<file path="src/hdl/b64d_pkg.sv">
// ----------------------------------------------------------------------------
// b64d_pkg
// Types, character constants and sextet lookup for the base64 stream decoder
// ----------------------------------------------------------------------------
package b64d_pkg;

  localparam logic [7:0] CHAR_CARET = 8'h5E;
  localparam logic [7:0] CHAR_PAD   = 8'h3D;
  localparam logic [7:0] CHAR_LOW   = 8'd40;
  localparam logic [7:0] CHAR_HIGH  = 8'd130;
  localparam logic [5:0] SEXTET_MASK = 6'h3F;
  localparam logic [3:0] NIBBLE_MASK = 4'hF;
  localparam logic [2:0] PAD_COUNT_MAX = 3'd7;

  typedef enum logic [1:0] {
    STATUS_OK           = 2'd0,
    STATUS_BAD_LENGTH   = 2'd1,
    STATUS_BAD_CHAR     = 2'd2,
    STATUS_PAD_MISMATCH = 2'd3
  } status_t;

  // all results caused by one character
  typedef struct packed {
    logic [2:0][7:0] bytes;
    logic [1:0]      n_bytes;
    logic            has_status;
    status_t         code;
    logic            marker;
  } burst_t;

  // {valid, value}
  function automatic logic [6:0] sextet_of(input logic [7:0] c);
    logic [6:0] r;
    begin
      r = '0;
      if (c < CHAR_LOW || c >= CHAR_HIGH) begin
        r = '0;
      end else if (c >= 8'h41 && c <= 8'h5A) begin
        r = {1'b1, 6'(c - 8'h41)};
      end else if (c >= 8'h61 && c <= 8'h7A) begin
        r = {1'b1, 6'(c - 8'h61 + 8'd26)};
      end else if (c >= 8'h30 && c <= 8'h39) begin
        r = {1'b1, 6'(c - 8'h30 + 8'd52)};
      end else if (c == 8'h2B) begin
        r = {1'b1, 6'd62};
      end else if (c == 8'h2F) begin
        r = {1'b1, 6'd63};
      end
      return r;
    end
  endfunction

endpackage

</file>
<file path="src/hdl/b64d_char_if.sv">
// ----------------------------------------------------------------------------
// b64d_char_if
// Character channel: one input character per transfer
// ----------------------------------------------------------------------------
interface b64d_char_if;
  logic       valid;
  logic       ready;
  logic [7:0] char_code;
  logic       end_of_message;

  modport source (output valid, output char_code, output end_of_message, input ready);
  modport sink   (input valid, input char_code, input end_of_message, output ready);
endinterface

</file>
<file path="src/hdl/b64d_result_if.sv">
// ----------------------------------------------------------------------------
// b64d_result_if
// Result channel: one decoded byte or one status item per transfer
// ----------------------------------------------------------------------------
interface b64d_result_if;
  logic       valid;
  logic       ready;
  logic [7:0] data_byte;
  logic       is_status;
  logic [1:0] status_code;
  logic       compressed_marker;
  logic       last_of_run;

  modport source (output valid, output data_byte, output is_status, output status_code,
                  output compressed_marker, output last_of_run, input ready);
  modport sink   (input valid, input data_byte, input is_status, input status_code,
                  input compressed_marker, input last_of_run, output ready);
endinterface

</file>
<file path="src/hdl/b64d_decoder.sv">
// ----------------------------------------------------------------------------
// b64d_decoder
// Message state and single-pass decode of one character into a result burst
// ----------------------------------------------------------------------------
module b64d_decoder (
  input  logic            clk,
  input  logic            rst,
  input  logic            accept,
  input  logic [7:0]      char_code,
  input  logic            end_of_message,
  output logic            push,
  output b64d_pkg::burst_t burst
);
  import b64d_pkg::*;

  logic [1:0]  quartet_phase;
  logic [17:0] held_sextets;
  logic        at_message_start;
  logic        saw_marker;
  logic        bad_char_seen;
  logic [2:0]  pad_chars_seen;
  logic [1:0]  recent_pad_flags;

  logic [1:0]  quartet_phase_next;
  logic [17:0] held_sextets_next;
  logic        saw_marker_next;
  logic        bad_char_seen_next;
  logic [2:0]  pad_chars_seen_next;
  logic [1:0]  recent_pad_flags_next;

  logic        is_marker;
  logic        is_pad;
  logic [6:0]  lookup;
  logic [5:0]  v;
  logic [1:0]  trailing;
  logic        final_char;
  logic [5:0]  x0, x1, x2;

  always_comb begin
    is_marker = at_message_start && (char_code == CHAR_CARET);
    is_pad    = !is_marker && (char_code == CHAR_PAD);
    lookup    = sextet_of(char_code);
    v         = (is_pad || !lookup[6]) ? 6'd0 : (lookup[5:0] & SEXTET_MASK);
    final_char = !is_marker && (quartet_phase == 2'd3);

    bad_char_seen_next  = bad_char_seen | (!is_marker && !is_pad && !lookup[6]);
    pad_chars_seen_next = (is_pad && pad_chars_seen != PAD_COUNT_MAX) ?
                          pad_chars_seen + 3'd1 : pad_chars_seen;
    trailing = (is_pad && end_of_message) ? 2'd1 + {1'b0, recent_pad_flags[0]} : 2'd0;
    recent_pad_flags_next = is_marker ? recent_pad_flags : {recent_pad_flags[0], is_pad};
    saw_marker_next = saw_marker | is_marker;

    if (is_marker) begin
      quartet_phase_next = quartet_phase;
      held_sextets_next  = held_sextets;
    end else if (final_char) begin
      quartet_phase_next = 2'd0;
      held_sextets_next  = '0;
    end else begin
      quartet_phase_next = quartet_phase + 2'd1;
      held_sextets_next  = {held_sextets[11:0], v};
    end

    x0 = held_sextets[17:12];
    x1 = held_sextets[11:6];
    x2 = held_sextets[5:0];
    burst.bytes[0] = {x0, x1[5:4]};
    burst.bytes[1] = {x1[3:0] & NIBBLE_MASK, x2[5:2]};
    burst.bytes[2] = {x2[1:0], v};
    burst.n_bytes  = final_char ? (end_of_message ? 2'd3 - trailing : 2'd3) : 2'd0;
    burst.has_status = end_of_message;
    burst.marker     = saw_marker_next;

    priority if (quartet_phase_next != 2'd0) begin
      burst.code = STATUS_BAD_LENGTH;
    end else if (bad_char_seen_next) begin
      burst.code = STATUS_BAD_CHAR;
    end else if (pad_chars_seen_next != {1'b0, trailing}) begin
      burst.code = STATUS_PAD_MISMATCH;
    end else begin
      burst.code = STATUS_OK;
    end

    push = accept && (end_of_message || final_char);
  end

  always_ff @(posedge clk) begin
    if (rst || (accept && end_of_message)) begin
      quartet_phase    <= '0;
      held_sextets     <= '0;
      at_message_start <= 1'b1;
      saw_marker       <= 1'b0;
      bad_char_seen    <= 1'b0;
      pad_chars_seen   <= '0;
      recent_pad_flags <= '0;
    end else if (accept) begin
      quartet_phase    <= quartet_phase_next;
      held_sextets     <= held_sextets_next;
      at_message_start <= 1'b0;
      saw_marker       <= saw_marker_next;
      bad_char_seen    <= bad_char_seen_next;
      pad_chars_seen   <= pad_chars_seen_next;
      recent_pad_flags <= recent_pad_flags_next;
    end
  end

endmodule

</file>
<file path="src/hdl/b64d_burst_queue.sv">
// ----------------------------------------------------------------------------
// b64d_burst_queue
// Two-entry burst buffer that hands out one result item per transfer
// ----------------------------------------------------------------------------
module b64d_burst_queue (
  input  logic             clk,
  input  logic             rst,
  input  logic             push,
  input  b64d_pkg::burst_t burst,
  output logic             room,
  b64d_result_if.source    results
);
  import b64d_pkg::*;

  burst_t      entry [2];
  logic        wr_ptr;
  logic        rd_ptr;
  logic [1:0]  count;
  logic [1:0]  idx;
  burst_t      head;
  logic [2:0]  total;
  logic        last;
  logic        is_data;
  logic        xfer;
  logic        pop;

  always_comb begin
    head    = entry[rd_ptr];
    total   = {1'b0, head.n_bytes} + {2'b00, head.has_status};
    last    = ({1'b0, idx} == total - 3'd1);
    is_data = idx < head.n_bytes;
    room    = count != 2'd2;

    results.valid = count != 2'd0;
    unique case (idx)
      2'd0:    results.data_byte = is_data ? head.bytes[0] : 8'h00;
      2'd1:    results.data_byte = is_data ? head.bytes[1] : 8'h00;
      2'd2:    results.data_byte = is_data ? head.bytes[2] : 8'h00;
      default: results.data_byte = 8'h00;
    endcase
    results.is_status         = !is_data;
    results.status_code       = is_data ? STATUS_OK : head.code;
    results.compressed_marker = head.marker;
    results.last_of_run       = last;

    xfer = results.valid && results.ready;
    pop  = xfer && last;
  end

  always_ff @(posedge clk) begin
    if (push) begin
      entry[wr_ptr] <= burst;
    end
  end

  always_ff @(posedge clk) begin
    if (rst) begin
      wr_ptr <= 1'b0;
      rd_ptr <= 1'b0;
      count  <= '0;
      idx    <= '0;
    end else begin
      if (push) begin
        wr_ptr <= ~wr_ptr;
      end
      if (pop) begin
        rd_ptr <= ~rd_ptr;
        idx    <= '0;
      end else if (xfer) begin
        idx <= idx + 2'd1;
      end
      unique case ({push, pop})
        2'b10:   count <= count + 2'd1;
        2'b01:   count <= count - 2'd1;
        default: count <= count;
      endcase
    end
  end

endmodule

</file>
<file path="src/hdl/base64_stream_decoder_top.sv">
// ----------------------------------------------------------------------------
// base64_stream_decoder_top
// Base64 message decoder, one character per cycle in, bytes and status out
//
// chars carries one character per transfer with end_of_message on the last
// character of a message. results carries decoded bytes and, after the last
// character, one status item (is_status high) with the message status and
// the compressed flag; last_of_run marks the final item caused by a character.
// Every character is decoded in the cycle it is taken; its results, up to
// four items, sit in a two-entry burst buffer and leave one per cycle while
// results is ready. Characters are taken every cycle while the buffer has
// space; only the fourth character of a quartet and the last character of a
// message fill an entry, so sustained input is one character per cycle,
// limited by the result channel draining one item per cycle. When results
// stalls the buffer fills and chars.ready drops. Reset clears the message
// state and empties the buffer; a message also returns to the reset state
// after its status item is produced.
// ----------------------------------------------------------------------------
module base64_stream_decoder_top (
  input  logic          clk,
  input  logic          rst,
  b64d_char_if.sink     chars,
  b64d_result_if.source results
);
  import b64d_pkg::*;

  logic   accept;
  logic   push;
  logic   room;
  burst_t burst;

  assign chars.ready = room;
  assign accept      = chars.valid && chars.ready;

  b64d_decoder u_decoder (
    .clk            (clk),
    .rst            (rst),
    .accept         (accept),
    .char_code      (chars.char_code),
    .end_of_message (chars.end_of_message),
    .push           (push),
    .burst          (burst)
  );

  b64d_burst_queue u_queue (
    .clk     (clk),
    .rst     (rst),
    .push    (push),
    .burst   (burst),
    .room    (room),
    .results (results)
  );

  // bursts only come from accepted characters
  assert property (@(posedge clk) disable iff (rst) push |-> accept)
    else $error("burst written without a character transfer");

  // end of message always yields a status
  assert property (@(posedge clk) disable iff (rst)
    accept && chars.end_of_message |-> push && burst.has_status)
    else $error("end of message without status burst");

  // status item closes its run
  assert property (@(posedge clk) disable iff (rst)
    results.valid && results.is_status |-> results.last_of_run)
    else $error("status item not last of run");

  // data items carry no status code
  assert property (@(posedge clk) disable iff (rst)
    results.valid && !results.is_status |-> results.status_code == STATUS_OK)
    else $error("data item with status code");

endmodule

</file>
<file path="src/flat_wrapper.sv">
// flat-port wrapper written by rule: the top's interface ports become plain ports
module base64_stream_decoder_top_flat import b64d_pkg::*;
  (clk, rst, chars_valid, chars_char_code, chars_end_of_message, chars_ready, results_valid, results_data_byte, results_is_status, results_status_code, results_compressed_marker, results_last_of_run, results_ready);
  b64d_char_if chars_i ();
  b64d_result_if results_i ();
  input  logic clk;
  input  logic rst;
  input wire logic [$bits(chars_i.valid)-1:0] chars_valid;
  input wire logic [$bits(chars_i.char_code)-1:0] chars_char_code;
  input wire logic [$bits(chars_i.end_of_message)-1:0] chars_end_of_message;
  output wire logic [$bits(chars_i.ready)-1:0] chars_ready;
  output wire logic [$bits(results_i.valid)-1:0] results_valid;
  output wire logic [$bits(results_i.data_byte)-1:0] results_data_byte;
  output wire logic [$bits(results_i.is_status)-1:0] results_is_status;
  output wire logic [$bits(results_i.status_code)-1:0] results_status_code;
  output wire logic [$bits(results_i.compressed_marker)-1:0] results_compressed_marker;
  output wire logic [$bits(results_i.last_of_run)-1:0] results_last_of_run;
  input wire logic [$bits(results_i.ready)-1:0] results_ready;
  assign chars_i.valid = chars_valid;
  assign chars_i.char_code = chars_char_code;
  assign chars_i.end_of_message = chars_end_of_message;
  assign chars_ready = chars_i.ready;
  assign results_valid = results_i.valid;
  assign results_data_byte = results_i.data_byte;
  assign results_is_status = results_i.is_status;
  assign results_status_code = results_i.status_code;
  assign results_compressed_marker = results_i.compressed_marker;
  assign results_last_of_run = results_i.last_of_run;
  assign results_i.ready = results_ready;
  base64_stream_decoder_top u_core (.clk(clk), .rst(rst), .chars(chars_i), .results(results_i));
endmodule
</file>
<file path="config.mk">
export PLATFORM = sky130hd
export DESIGN_NAME = base64_stream_decoder_top_flat
export DESIGN_NICKNAME = d
export VERILOG_FILES = /design/src/hdl/b64d_pkg.sv /design/src/hdl/b64d_char_if.sv /design/src/hdl/b64d_result_if.sv /design/src/hdl/b64d_decoder.sv /design/src/hdl/b64d_burst_queue.sv /design/src/hdl/base64_stream_decoder_top.sv /design/src/flat_wrapper.sv
export SDC_FILE = /design/constraint.sdc
export NUM_CORES = 1
export LEC_CHECK = 0
export BUFFER_PORTS_ARGS = -buffer_cell sky130_fd_sc_hd__buf_2
export CAP_MARGIN = 25
export CORE_MARGIN = 1.5
export CORE_UTILIZATION = 44
export CTS_CLUSTER_SIZE = 25
export DETAILED_ROUTE_END_ITERATION = 8
export PLACE_DENSITY = 0.64
export RECOVER_POWER = 50
export SYNTH_ARGS = -nofsm -noshare
export SYNTH_HDL_FRONTEND = slang
export SYNTH_SLANG_ARGS = --single-unit
</file>
<file path="constraint.sdc">
create_clock -name clk -period 9.15 [get_ports clk]
set_input_delay 1.83 -clock clk [delete_from_list [all_inputs] [get_ports clk]]
set_output_delay 1.83 -clock clk [all_outputs]
set_load 0.03 [all_outputs]
</file>
==> metrics.md <==
| Metric | Value |
|---|---|
| Status | finished, violations left |
| Failing checks | capacitance limit, slew limit |
| I/O pin total | 28 |
| Non-Filler Instances | 548 |
| Routed Antenna Nets | 0 |
| Post-Synthesis Cells | 389 |
| # hold bufs at CTS | 0 |
| Post-placement cell count | 532 |
| Worst-margin pin slew | 1730 ps |
| Tcrit/Tclk final | 53.8% |
| CP Class | register to output port |
| Layout Nets | 443 |
| Slowest-stage cell, CP | dfxtp_1 |
| Post-synthesis cell type count | 62 |
| Grt total ovfl | 0 |
| Max Slew Vio Count | 62 |
| Root Driver | clkbuf_8 |
| Worst EP required | 7320 ps |
| Cell area after synthesis | 0.00450 mm^2 |
| Via Count | 3056 |
| Fin worst setup slack | 4220 ps |
| LEAKAGE | 1.72 nW |
| WL/cell | 16.4 um |
| Effective utilization at floorplan | 45.6% |
| Worst skew pair latency | 360 ps |
| Critical path's top delay family | flip-flops |
| Power per cell area | 176 mW/mm^2 |
| Pre-CTS WS | 4590 ps |
| CP arrival | 3100 ps |
| Chip height | 104 um |
| Asr flop ratio synth | 0% |
| DR pass1 iterations | 8 |
| CTS max path bufs | 2 |
| Diode count | 0 |
| Mean Syn Cell Area | 11.6 um^2 |
| EDFF count, synth | 60 |
| Max frequency | 203 MHz |
| Setup-failing EPs final | 0 |
| Core Area | 0.00986 mm^2 |
| Final TNS setup | 0 ps |
| Row cnt | 36 |
| All-Layer GR Usage | 17.4% |
| Design area | 0.00488 mm^2 |
| Filler cells | 892 |
| Total Power | 0.860 mW |
| Area of the multi-input gates | 0.00185 mm^2 |
| Net Count, Synth | 422 |
| Ys Warns | 0 |
| Vias/cell | 5.58 |
| CP Capture Type | output port |
| CP startpoint kind | register |
| #FFs+latches synth | 94 |
| DR DRC count | 0 |
| Area of placed instances | 0.00472 mm^2 |
| Number of port buffers | 27 |
| TritonCTS clock tree | yes |
| # clock sinks | 94 |
| Crit path cell chain | mux2i_1 -> ha_1 -> o21ai_1 -> nor2b_1 -> nand2b_1 -> a211oi_1 -> buf_2 |
| Final Hold Viols | 0 |
| Top_reg_cell synth | edfxtp_1 |
| Vias in the first global route | 2951 |
| Clock slew at reported path FFs | 100 ps |
| Layout cells sized above 1 | 13.7% |
| Max stage delay on crit path | 980 ps |
| Gp weighted congestion | 0.868 |
| Max-Cap Viols | 2 |
| Clock Skews | 7.86 ps |
| Post-synthesis to final-layout area growth | 8.43% |
| Global-route wire length before repair | 14800 um |
| Slew HR | -15.5% |
| Die Wd | 104 um |
| FF+latch area | 0.00248 mm^2 |
| Post-CTS Setup Bufs | 0 |
| Worst hold path class | register to register |
| VDD IR-drop max | 0.0000728 V |
| CTS buffer count | 9 |
| Drt total wl | 9010 um |
| Worst path bufs/invs | 1 |
| Initial DRC Count | 208 |
| Max FO, Critical Path | 23 |
| Register area share after synthesis | 55.2% |
| Post-cts sizing count | 0 |
| Largest net degree at the start of global routing | 31 |
| H-tree depth | 3 |
| Final Critical Period | 4930 ps |
| Initial antenna violation count | 0 |
| Die area | 0.0108 mm^2 |
| Post-DP HPWL | 6190 um |
| Unrepaired setup endpoints after global routing | no |
-- registers in the layout, indices dropped and copies added, names as in the netlist, named ones only --
| register | flops |
|---|---|
| u_core.u_decoder.recent_pad_flags | 1 |
| u_core.u_queue.entry | 60 |
| u_core.u_decoder.quartet_phase | 2 |
| u_core.u_decoder.at_message_start | 1 |
| u_core.u_decoder.pad_chars_seen | 3 |
| u_core.u_decoder.saw_marker | 1 |
| u_core.u_queue.rd_ptr | 1 |
| u_core.u_queue.wr_ptr | 1 |
| u_core.u_decoder.bad_char_seen | 1 |
| u_core.u_queue.count | 2 |
| u_core.u_decoder.held_sextets | 18 |
| u_core.u_queue.idx | 2 |
-- worst reg2reg max path: cells and delay by family (launching register included) --
kind	cells	cell delay (ps)
DFF	1	980
muxes	1	240
adders and majority gates	3	820
AOI/OAI and AO/OA	1	140
and+or+nand+nor	3	1040
xor gates and xnor gates	1	120
-- where the power goes --
group	leakage (nW)	total, mW	internal, mW	switching [mW]
Clock	0.0947	0.264	0.106	0.158
Combinational	0.827	0.122	0.0405	0.0812
Sequential	0.800	0.474	0.466	0.00849
-- per-stage QoR --
| stage | util [%] | hold WS [ps] |
|---|---|---|
| finish | 49.4 | 466 |
| global route | 49.4 | 509 |
| CTS | 49.8 | 474 |
| detailed placement | 47.9 | 444 |
| global placement | 47.9 | 431 |
| floorplan | - | 425 |
-- cell type report --
| type | instances | area share, % |
|---|---|---|
| clock buffers | 9 | 2.54 |
| clock inverters | 7 | 1.33 |
| inverters | 12 | 0.924 |
| multi-input cells | 263 | 37.9 |
| flip-flops and latches | 94 | 50.9 |
| well taps | 133 | 3.41 |
| repair buffers | 30 | 2.98 |
-- cell usage after synthesis (12+ instances only) --
master | number | area share, %
clkbuf_1 | 12 | 1.0
edfxtp_1 | 60 | 40
nor2_1 | 26 | 2.2
nand2_1 | 28 | 2.3
a21oi_1 | 33 | 3.7
nor2b_1 | 12 | 1.7
a222oi_1 | 14 | 3.1
dfxtp_1 | 34 | 15
inv_1 | 12 | 1.0
nand3b_1 | 12 | 2.0
ha_1 | 20 | 5.6
-- per-layer routing --
| layer | vias to the layer above | wire (um) | part of all wire [%] | global-route usage, % |
|---|---|---|---|---|
| met3 | 13 | 254 | 2.8 | 2.51 |
| met1 | 1467 | 4220 | 47 | 22.4 |
| met4 | 0 | 151 | 1.7 | 7.44 |
| met2 | 76 | 4390 | 49 | 29.2 |
| li1 | 1500 | - | - | - |
| met5 | - | 0 | 0 | 0 |
-- layout by cell type, fill, tap and decap left out, types with 10 or more instances in the layout --
| cell | netlist | final |
|---|---|---|
| nand2_1 | 28 | 28 |
| a222oi_1 | 14 | 14 |
| xnor2_1 | 10 | 10 |
| dfxtp_1 | 34 | 34 |
| buf_2 | 4 | 23 |
| inv_1 | 12 | 12 |
| edfxtp_1 | 60 | 60 |
| a21oi_1 | 33 | 33 |
| nor2_1 | 26 | 24 |
| ha_1 | 20 | 20 |
| nor2b_1 | 12 | 12 |
| nand3b_1 | 12 | 12 |
| o21ai_0 | 10 | 11 |
-- kinds of logic (layout without fill, tap and decap cells) --
| kind of cell | count (synthesis) | after routing | share of synthesized area (%) |
|---|---|---|---|
| AND/OR/NAND/NOR | 121 | 121 | 15.2 |
| AO/OA/AOI/OAI | 100 | 100 | 16.1 |
| flip-flops | 94 | 94 | 55.2 |
| buffers and inverters | 32 | 58 | 3.28 |
| adder cells (fa/ha/maj) | 20 | 20 | 5.56 |
| XOR/XNOR | 13 | 13 | 2.53 |
| multiplexers | 9 | 9 | 2.06 |
-- worst paths after layout --
path / startpoint / endpoint / slack, ps / cells after the start
worst max-delay path: register / results_data_byte[2] / 4220 / 7
worst min-delay path: u_core.u_decoder.held_sextets[15] / u_core.u_queue.entry[0][11] / 470 / 0
worst max register to register: register / u_core.u_queue.count[1] / 5750 / 9
worst min register to register: u_core.u_decoder.held_sextets[15] / u_core.u_queue.entry[0][11] / 470 / 0
No activity file was read; power rests on OpenSTA's default activity.
